===== config.mk =====
export PLATFORM = sky130hd
export DESIGN_NAME = motor_command_frame_builder
export DESIGN_NICKNAME = d
export VERILOG_FILES = /design/src/hw/rtl/mcfb_pkg.sv /design/src/hw/rtl/mcfb_front.sv /design/src/hw/rtl/mcfb_queue.sv /design/src/hw/rtl/mcfb_back.sv /design/src/hw/rtl/motor_command_frame_builder.sv
export SDC_FILE = /design/constraint.sdc
export NUM_CORES = 1
export LEC_CHECK = 0
export ABC_AREA = 1
export BUFFER_PORTS_ARGS = -buffer_cell sky130_fd_sc_hd__clkbuf_2
export CAP_MARGIN = 10
export CORE_ASPECT_RATIO = 0.75
export CORE_MARGIN = 2
export CORE_UTILIZATION = 56
export DETAILED_ROUTE_END_ITERATION = 6
export MAX_ROUTING_LAYER = met4
export PLACE_DENSITY = 0.8
export SETUP_SLACK_MARGIN = 0.3
export SLEW_MARGIN = 15
export SYNTH_ARGS = -nofsm -noshare
export SYNTH_HDL_FRONTEND = slang
export SYNTH_SLANG_ARGS = --single-unit

===== constraint.sdc =====
create_clock -name i_clk -period 6 [get_ports i_clk]
set_input_delay 0.6 -clock i_clk [delete_from_list [all_inputs] [get_ports i_clk]]
set_output_delay 0.6 -clock i_clk [all_outputs]
set_load 0.02 [all_outputs]

===== src/hw/rtl/mcfb_pkg.sv =====
// Types, codes and frame constants shared by the motor command frame builder.
package mcfb_pkg;

    localparam int unsigned FRAME_BYTES = 14;
    localparam int unsigned Q_DEPTH     = 2;

    localparam logic [7:0] HDR0     = 8'h55;
    localparam logic [7:0] HDR1     = 8'hAA;
    localparam logic [7:0] INSTR_RD = 8'h01;
    localparam logic [7:0] INSTR_WR = 8'h02;
    localparam logic [7:0] INSTR_CT = 8'h03;
    localparam logic [7:0] POS_RSVD = 8'h10;
    localparam logic [7:0] LEN_BASE = 8'h07;

    localparam logic [3:0] CMD_RD_POS   = 4'd0;
    localparam logic [3:0] CMD_RD_STAT  = 4'd1;
    localparam logic [3:0] CMD_RD_ANGLE = 4'd2;
    localparam logic [3:0] CMD_RD_VER   = 4'd3;
    localparam logic [3:0] CMD_RD_ID    = 4'd4;
    localparam logic [3:0] CMD_SET_ID   = 4'd5;
    localparam logic [3:0] CMD_SET_RED  = 4'd6;
    localparam logic [3:0] CMD_SET_POLE = 4'd7;
    localparam logic [3:0] CMD_START    = 4'd8;
    localparam logic [3:0] CMD_ESTOP    = 4'd9;
    localparam logic [3:0] CMD_PAUSE    = 4'd10;
    localparam logic [3:0] CMD_SAVE     = 4'd11;
    localparam logic [3:0] CMD_CLR      = 4'd12;
    localparam logic [3:0] CMD_SPEED    = 4'd13;
    localparam logic [3:0] CMD_POS      = 4'd14;
    localparam logic [3:0] CMD_POS_SPD  = 4'd15;

    localparam logic [0:0] REG_NODE_ADDR = 1'b0;

    typedef struct packed {
        logic [3:0]  command;
        logic [7:0]  new_id;
        logic [31:0] target_position;
        logic [31:0] target_speed;
        logic [15:0] torque_limit;
    } t_cmd;

    typedef struct packed {
        logic [7:0] frame_byte;
        logic       last_byte;
    } t_result;

    typedef struct packed {
        logic [FRAME_BYTES-1:0][7:0] bytes;
        logic [3:0]                  len;
    } t_frame;

    typedef struct packed {
        logic empty;
        logic full;
    } t_q_status;

    function automatic logic [7:0] ctl_code(input logic [3:0] cmd);
        logic [7:0] c;
        case (cmd)
            CMD_RD_POS:   c = 8'h07;
            CMD_RD_STAT:  c = 8'h08;
            CMD_RD_ANGLE: c = 8'h0A;
            CMD_RD_VER:   c = 8'h0B;
            CMD_RD_ID:    c = 8'h01;
            CMD_SET_ID:   c = 8'h15;
            CMD_SET_RED:  c = 8'h16;
            CMD_SET_POLE: c = 8'h17;
            CMD_START:    c = 8'h29;
            CMD_ESTOP:    c = 8'h2A;
            CMD_PAUSE:    c = 8'h2B;
            CMD_SAVE:     c = 8'h2C;
            CMD_CLR:      c = 8'h2D;
            CMD_SPEED:    c = 8'h2F;
            CMD_POS:      c = 8'h31;
            CMD_POS_SPD:  c = 8'h4B;
            default:      c = 8'hFF;
        endcase
        return c;
    endfunction

endpackage


===== src/hw/rtl/mcfb_front.sv =====
// Front end: classifies a command request and lays out its frame bytes.
module mcfb_front (
    input  mcfb_pkg::t_cmd   i_cmd,
    input  logic [7:0]       i_node_addr,
    output mcfb_pkg::t_frame o_frame
);
    import mcfb_pkg::*;

    logic [7:0] instr;
    logic [3:0] payload;
    logic [FRAME_BYTES-1:0][7:0] b;

    always_comb begin
        if (i_cmd.command <= CMD_RD_ID) begin
            instr   = INSTR_RD;
            payload = 4'd0;
        end else if (i_cmd.command <= CMD_SET_POLE) begin
            instr   = INSTR_WR;
            payload = 4'd1;
        end else if (i_cmd.command <= CMD_CLR) begin
            instr   = INSTR_CT;
            payload = 4'd1;
        end else if (i_cmd.command == CMD_SPEED) begin
            instr   = INSTR_CT;
            payload = 4'd4;
        end else begin
            instr   = INSTR_CT;
            payload = 4'd8;
        end
    end

    always_comb begin
        b     = '0;
        b[0]  = HDR0;
        b[1]  = HDR1;
        b[2]  = LEN_BASE + {4'd0, payload};
        b[3]  = i_node_addr;
        b[4]  = instr;
        b[5]  = ctl_code(i_cmd.command);
        case (i_cmd.command)
            CMD_SET_ID: begin
                b[6] = i_cmd.new_id;
            end
            CMD_SET_RED, CMD_SET_POLE: begin
                b[6] = i_cmd.target_position[7:0];
            end
            CMD_SPEED: begin
                b[6] = i_cmd.target_speed[31:24];
                b[7] = i_cmd.target_speed[23:16];
                b[8] = i_cmd.target_speed[15:8];
                b[9] = i_cmd.target_speed[7:0];
            end
            CMD_POS: begin
                b[6]  = i_cmd.target_position[31:24];
                b[7]  = i_cmd.target_position[23:16];
                b[8]  = i_cmd.target_position[15:8];
                b[9]  = i_cmd.target_position[7:0];
                b[10] = POS_RSVD;
                b[11] = 8'h00;
                b[12] = i_cmd.torque_limit[15:8];
                b[13] = i_cmd.torque_limit[7:0];
            end
            CMD_POS_SPD: begin
                b[6]  = i_cmd.target_position[31:24];
                b[7]  = i_cmd.target_position[23:16];
                b[8]  = i_cmd.target_position[15:8];
                b[9]  = i_cmd.target_position[7:0];
                b[10] = i_cmd.target_speed[31:24];
                b[11] = i_cmd.target_speed[23:16];
                b[12] = i_cmd.target_speed[15:8];
                b[13] = i_cmd.target_speed[7:0];
            end
            default: begin
                b[6] = 8'h00;
            end
        endcase
    end

    assign o_frame.bytes = b;
    assign o_frame.len   = 4'd6 + payload;

endmodule


===== src/hw/rtl/mcfb_queue.sv =====
// Two-entry frame queue between the front end and the byte serializer.
module mcfb_queue (
    input  logic                  i_clk,
    input  logic                  i_rst_n,
    input  logic                  i_push,
    input  mcfb_pkg::t_frame      i_frame,
    input  logic                  i_pop,
    output mcfb_pkg::t_frame      o_head,
    output mcfb_pkg::t_q_status   o_status
);
    import mcfb_pkg::*;

    t_frame     r_ent [Q_DEPTH];
    logic       r_wp, n_wp;
    logic       r_rp, n_rp;
    logic [1:0] r_count, n_count;

    always_comb begin
        n_wp    = r_wp;
        n_rp    = r_rp;
        n_count = r_count;
        if (i_push) begin
            n_wp = ~r_wp;
        end
        if (i_pop) begin
            n_rp = ~r_rp;
        end
        if (i_push && !i_pop) begin
            n_count = r_count + 2'd1;
        end else if (i_pop && !i_push) begin
            n_count = r_count - 2'd1;
        end
    end

    always_ff @(posedge i_clk) begin
        if (!i_rst_n) begin
            r_wp    <= 1'b0;
            r_rp    <= 1'b0;
            r_count <= 2'd0;
        end else begin
            r_wp    <= n_wp;
            r_rp    <= n_rp;
            r_count <= n_count;
        end
    end

    always_ff @(posedge i_clk) begin
        if (i_push) begin
            r_ent[r_wp] <= i_frame;
        end
    end

    assign o_head          = r_ent[r_rp];
    assign o_status.empty  = (r_count == 2'd0);
    assign o_status.full   = (r_count == 2'(Q_DEPTH));

endmodule


===== src/hw/rtl/mcfb_back.sv =====
// Back end: sends the head frame one byte a cycle and appends the checksum.
module mcfb_back (
    input  logic                 i_clk,
    input  logic                 i_rst_n,
    input  mcfb_pkg::t_frame     i_head,
    input  logic                 i_empty,
    output logic                 o_pop,
    output logic                 o_strobe,
    output mcfb_pkg::t_result    o_result
);
    import mcfb_pkg::*;

    logic [3:0] r_pos, n_pos;
    logic [7:0] r_sum, n_sum;
    logic       r_strobe, n_strobe;
    t_result    r_result, n_result;

    always_comb begin
        n_pos    = r_pos;
        n_sum    = r_sum;
        n_strobe = 1'b0;
        n_result = '0;
        o_pop    = 1'b0;
        if (!i_empty) begin
            n_strobe = 1'b1;
            if (r_pos == i_head.len) begin
                n_result.frame_byte = r_sum;
                n_result.last_byte  = 1'b1;
                o_pop               = 1'b1;
                n_pos               = 4'd0;
                n_sum               = 8'd0;
            end else begin
                n_result.frame_byte = i_head.bytes[r_pos];
                n_pos               = r_pos + 4'd1;
                n_sum               = r_sum + i_head.bytes[r_pos];
            end
        end
    end

    always_ff @(posedge i_clk) begin
        if (!i_rst_n) begin
            r_pos    <= 4'd0;
            r_sum    <= 8'd0;
            r_strobe <= 1'b0;
            r_result <= '0;
        end else begin
            r_pos    <= n_pos;
            r_sum    <= n_sum;
            r_strobe <= n_strobe;
            r_result <= n_result;
        end
    end

    assign o_strobe = r_strobe;
    assign o_result = r_result;

endmodule


===== src/hw/rtl/motor_command_frame_builder.sv =====
// Top level of the motor command frame builder: APB register, front, queue, back.
//
//  channel | signals                                  | direction | flow control
//  --------+------------------------------------------+-----------+----------------------
//  command | start, busy, i_cmd                       | in        | taken when start & !busy
//  frame   | o_strobe, o_result                       | out       | one cycle, no stall
//  config  | psel, penable, pwrite, paddr, pwdata ... | in/out    | pready always high
//
// A frame of N bytes (7, 8, 11 or 15, checksum included) leaves the serializer one
// byte a cycle; its first byte appears after the request is registered in the queue
// and in the output register. Back-to-back requests run with no gap between frames.
// busy is high while both queue entries hold frames. Reset clears the queue, the
// serializer state and sets the node address to 1. The receiver cannot stall.
module motor_command_frame_builder (
    input  logic                  i_clk,
    input  logic                  i_rst_n,
    input  logic                  start,
    output logic                  busy,
    input  mcfb_pkg::t_cmd        i_cmd,
    output logic                  o_strobe,
    output mcfb_pkg::t_result     o_result,
    input  logic                  psel,
    input  logic                  penable,
    input  logic                  pwrite,
    input  logic [2:0]            paddr,
    input  logic [31:0]           pwdata,
    output logic [31:0]           prdata,
    output logic                  pready
);
    import mcfb_pkg::*;

    logic      [7:0] r_node_addr;
    logic            accept;
    logic            pop;
    t_frame          frame;
    t_frame          head;
    t_q_status       q_stat;

    assign pready = 1'b1;

    always_ff @(posedge i_clk) begin
        if (!i_rst_n) begin
            r_node_addr <= 8'd1;
        end else if (psel && penable && pwrite && (paddr[2] == REG_NODE_ADDR)) begin
            r_node_addr <= pwdata[7:0];
        end
    end

    assign prdata = (paddr[2] == REG_NODE_ADDR) ? {24'd0, r_node_addr} : 32'd0;

    assign busy   = q_stat.full;
    assign accept = start && !busy;

    mcfb_front u_front (
        .i_cmd       (i_cmd),
        .i_node_addr (r_node_addr),
        .o_frame     (frame)
    );

    mcfb_queue u_queue (
        .i_clk    (i_clk),
        .i_rst_n  (i_rst_n),
        .i_push   (accept),
        .i_frame  (frame),
        .i_pop    (pop),
        .o_head   (head),
        .o_status (q_stat)
    );

    mcfb_back u_back (
        .i_clk    (i_clk),
        .i_rst_n  (i_rst_n),
        .i_head   (head),
        .i_empty  (q_stat.empty),
        .o_pop    (pop),
        .o_strobe (o_strobe),
        .o_result (o_result)
    );

    a_push_fills: assert property (@(posedge i_clk) disable iff (!i_rst_n)
        accept |=> !q_stat.empty)
        else $error("queue empty after accepted request");

    a_q_consistent: assert property (@(posedge i_clk) disable iff (!i_rst_n)
        !(q_stat.empty && q_stat.full))
        else $error("queue both empty and full");

    a_pop_nonempty: assert property (@(posedge i_clk) disable iff (!i_rst_n)
        pop |-> !q_stat.empty)
        else $error("pop from empty queue");

    a_last_strobed: assert property (@(posedge i_clk) disable iff (!i_rst_n)
        pop |=> (o_strobe && o_result.last_byte))
        else $error("checksum byte missing after frame pop");

endmodule

==> flow_metrics.tcl <==
set metrics [dict create \
    htree_levels 1 \
    nFillCells 1414 \
    cts_buffers 22 \
    p_comb_share_pct 15.6 \
    cp.arrival_ns 3.70 \
    maxCapViolCount 0 \
    max_stage_delay_ns 0.52 \
    path_cells "inv_2 > buf_4 > nor2_4 > nor2_1 > o21ai_1 > inv_1 > o21ai_1 > nand2_1 > ha_1 > fa_1 > nand3_1 > nand3_1 > nand2_1 > nand2_1 > a21oi_1 > xor2_1 > nor2_1 > a21oi_1 > nor2_1" \
    drt_pre_antenna_iters 6 \
    setup_tns_ns 0 \
    post-route-min-period_ns 3.328 \
    ys.flop_type "edfxtp_1" \
    cts.sinks 211 \
    drt-initial-drc-count 1004 \
    max_slew_margin_pct 22.17 \
    criticalPathCategory "register to register" \
    power.total_w 0.003525 \
    switching_share_pct 26.51 \
    place_congestion 0.8863 \
    clk_pin_slew_ns 0.06 \
    p_clk_share_pct 34.8 \
    dpl_cell_area_um2 10650 \
    synth_top_area_share_pct 52.45 \
    ys_top_cells_by_count "176 x edfxtp_1, 166 x nand2_1, 126 x nor2_1, 116 x o21ai_0, 99 x inv_1" \
    wl_per_cell_um 17.09 \
    root_buffer "clkbuf_16" \
    ys_seq_elements 211 \
    start_util_pct 57.06 \
    core_area_um2 17660 \
    cts_buffer_depth 3 \
    intPower_w 0.002591 \
    die_y_um 120.2 \
    start_kind "register" \
    p_seq_share_pct 49.6 \
    fp.dieW_um 158.9 \
    drive_above_1_share_pct 17.18 \
    min_to "r_node_addr[0]$_SDFFE_PN1P_" \
    drt-total-wl_mm 23.53 \
    yosys_warnings 0 \
    utilization_pct 63.95 \
    post-route-drc-count 0 \
    hold_path.class "primary input to register" \
    ioPinCount 177 \
    hold_viol_final 0 \
    slew_viol_final 0 \
    yosys-top-cells-area "edfxtp_1 52%, dfxtp_1 7.0%, nand2_1 6.2%" \
    async_flop_share_pct 0 \
    ctsHoldBuffers 0 \
    grt_pass1_vias 7151 \
    synth_edf_count 176 \
    yosys.area.top_type "edfxtp_1" \
    critPathRequiredTime_ns 6.37 \
    fp-row-count 42 \
    vias 7578 \
    r2r-start "u_back.r_pos[0]$_SDFFE_PN0N_" \
    powerDensity_nw_per_um2 312.2 \
    setup_viol_count_final 0 \
    synthCells 1016 \
    rr_endpoint "u_back.r_sum[6]$_SDFFE_PN0N_" \
    dp_slack_ns 2.717 \
    tightest_slew_ns 1.166 \
    yosysSeqAreaShare_pct 59.41 \
    crit_cells 19 \
    ff2ff_setup_slack_ns 2.67 \
    rsz0062_at_grt "no" \
    clock_insertion_delay_worst_skew_ns 0.50 \
    grt_pass1_wl_mm 36.28 \
    crit_slowest_cell "nor2_4" \
    ff2ff_path_depth 19 \
    fin_nets 1272 \
    dieArea_um2 19090 \
    cp_top_family "simple AND/OR/NAND/NOR gates" \
    synth_area_um2 10080 \
    insertedDiodeCount 0 \
    antenna_found_initial 0 \
    finalClockSkew_ns 0.01033 \
    ant_nets 0 \
    grt_usage_pct 25.05 \
    design_area_um2 11290 \
    cts_resized 0 \
    whs_path_depth 3 \
    cts_tree "built" \
    endpoint_kind "register" \
    syn_to_final_growth_pct 12.06 \
    cp_max_fo 30 \
    port_buffers 125 \
    hpwl_mm 15.15 \
    fin_crit_sh_pct 55.47 \
    postSynthAreaPerCell_um2 9.917 \
    grt.overflow.total 0 \
    setup_ws_ns 2.672 \
    ys_types 47 \
    grt_max_degree 87 \
    p_leak_nw 4.671 \
    max_freq_mhz 300.5 \
    vias_per_cell 5.503 \
    post_cts_buffers 0 \
    max-vdd-ir-drop_v 0.0001854 \
    path_buf_inv 3 \
    min_from "pwdata[0]" \
    synth_most_common_cell "edfxtp_1" \
    status "finished clean" \
    p_sw_w 0.0009346 \
]
metal layers:
layer  GRT usage, %  part of all wire, %  wire length, um  up-vias
met3          3.941                  8.7             2039       35
met1          33.60                   42             9851     3579
met5              -                    0                0        -
met2          40.50                   48            11180      342
met4          6.705                  1.9              455        0
li1               -                    -                -     3622
cells by family after synthesis:
| logic type | count (synthesis) | synth area share (%) |
|---|---|---|
| AOI/OAI and AO/OA | 244 | 13.83 |
| xor gates and xnor gates | 5 | 0.4346 |
| adders and majority gates | 19 | 2.434 |
| buffers and inverters | 183 | 9.375 |
| DFF | 211 | 59.41 |
| other | 2 | 0.07453 |
| and+or+nand+nor | 352 | 14.44 |
power groups by stage:
| stage | Clock, W | Sequential, W | Combinational (W) |
|---|---|---|---|
| after floorplan | 0 | 0.00179 | 0.000396 |
| after global placement | 0 | 0.00177 | 0.000526 |
| after detailed placement | 0 | 0.00178 | 0.000542 |
| after CTS | 0.00124 | 0.00175 | 0.000546 |
| after global routing | 0.00129 | 0.00176 | 0.000611 |
| final | 0.00123 | 0.00175 | 0.000551 |
through the flow:
stage | instances | hold slack [ns]
after floorplan | 1039 | 0.4256
after global placement | 1338 | 0.4362
after detailed placement | 1338 | 0.4420
after CTS | 1377 | 0.3627
after global routing | 1377 | 0.3682
final | 1377 | 0.3669
worst max-delay path by stage:
stage	startpoint	to	slack, ns
final	u_back.r_pos[0]$_SDFFE_PN0N_	u_back.r_sum[6]$_SDFFE_PN0N_	2.67
after global routing	u_back.r_pos[0]$_SDFFE_PN0N_	u_back.r_sum[6]$_SDFFE_PN0N_	2.43
after CTS	u_back.r_pos[0]$_SDFFE_PN0N_	u_back.r_sum[6]$_SDFFE_PN0N_	2.70
after global placement	u_back.r_pos[0]$_SDFFE_PN0N_	u_back.r_sum[6]$_SDFFE_PN0N_	2.80
after floorplan	start	u_queue.r_ent[1][0]$_DFFE_PP_	1.03
after detailed placement	u_back.r_pos[0]$_SDFFE_PN0N_	u_back.r_sum[6]$_SDFFE_PN0N_	2.72
state kept, by name, indices dropped and copies added (netlist names), named ones only:
name / count
r_node_addr: 8
u_back.o_result: 9
u_back.o_strobe: 1
u_back.r_pos: 4
u_back.r_sum: 8
u_queue.r_count: 2
u_queue.r_ent: 176
u_queue.r_rp: 1
u_queue.r_wp: 1
cells in the final DEF, fill, tap and decap left out, drive strengths merged:
cell type	n
ha	18
buf	9
o221ai	6
o211ai	8
o21ai	139
conb	25
xor2	4
and3	1
nand3	31
o311ai	1
a21oi	43
a22oi	6
nor2	130
inv	107
o31ai	1
o2111ai	3
a31o	1
nand4	4
o21a	11
and2	1
a211oi	1
fa	1
dfxtp	35
clkinvlp	2
edfxtp	176
nand2	173
a21boi	1
a221o	2
clkbuf	154
a31oi	2
nor3	6
o22ai	19
or2	6
xnor2	1
clkinv	7
cell type report:
type	count	area (um^2)	share of cell area [%]
clock buffers	29	598.1	5.297
clock inverters	10	47.55	0.4211
well taps	242	302.8	2.682
inverters	106	402.9	3.568
multi-input cells	645	3247	28.76
repair buffers	134	705.7	6.250
flip-flops and latches	211	5987	53.03
worst min-delay path, delay by kind of cell:
kind,cells,cell delay [ns]
AO/OA/AOI/OAI,1,0.09
buffers and inverters,1,0.08
AND/OR/NAND/NOR,1,0.05
(Power assumes the default switching activity.)
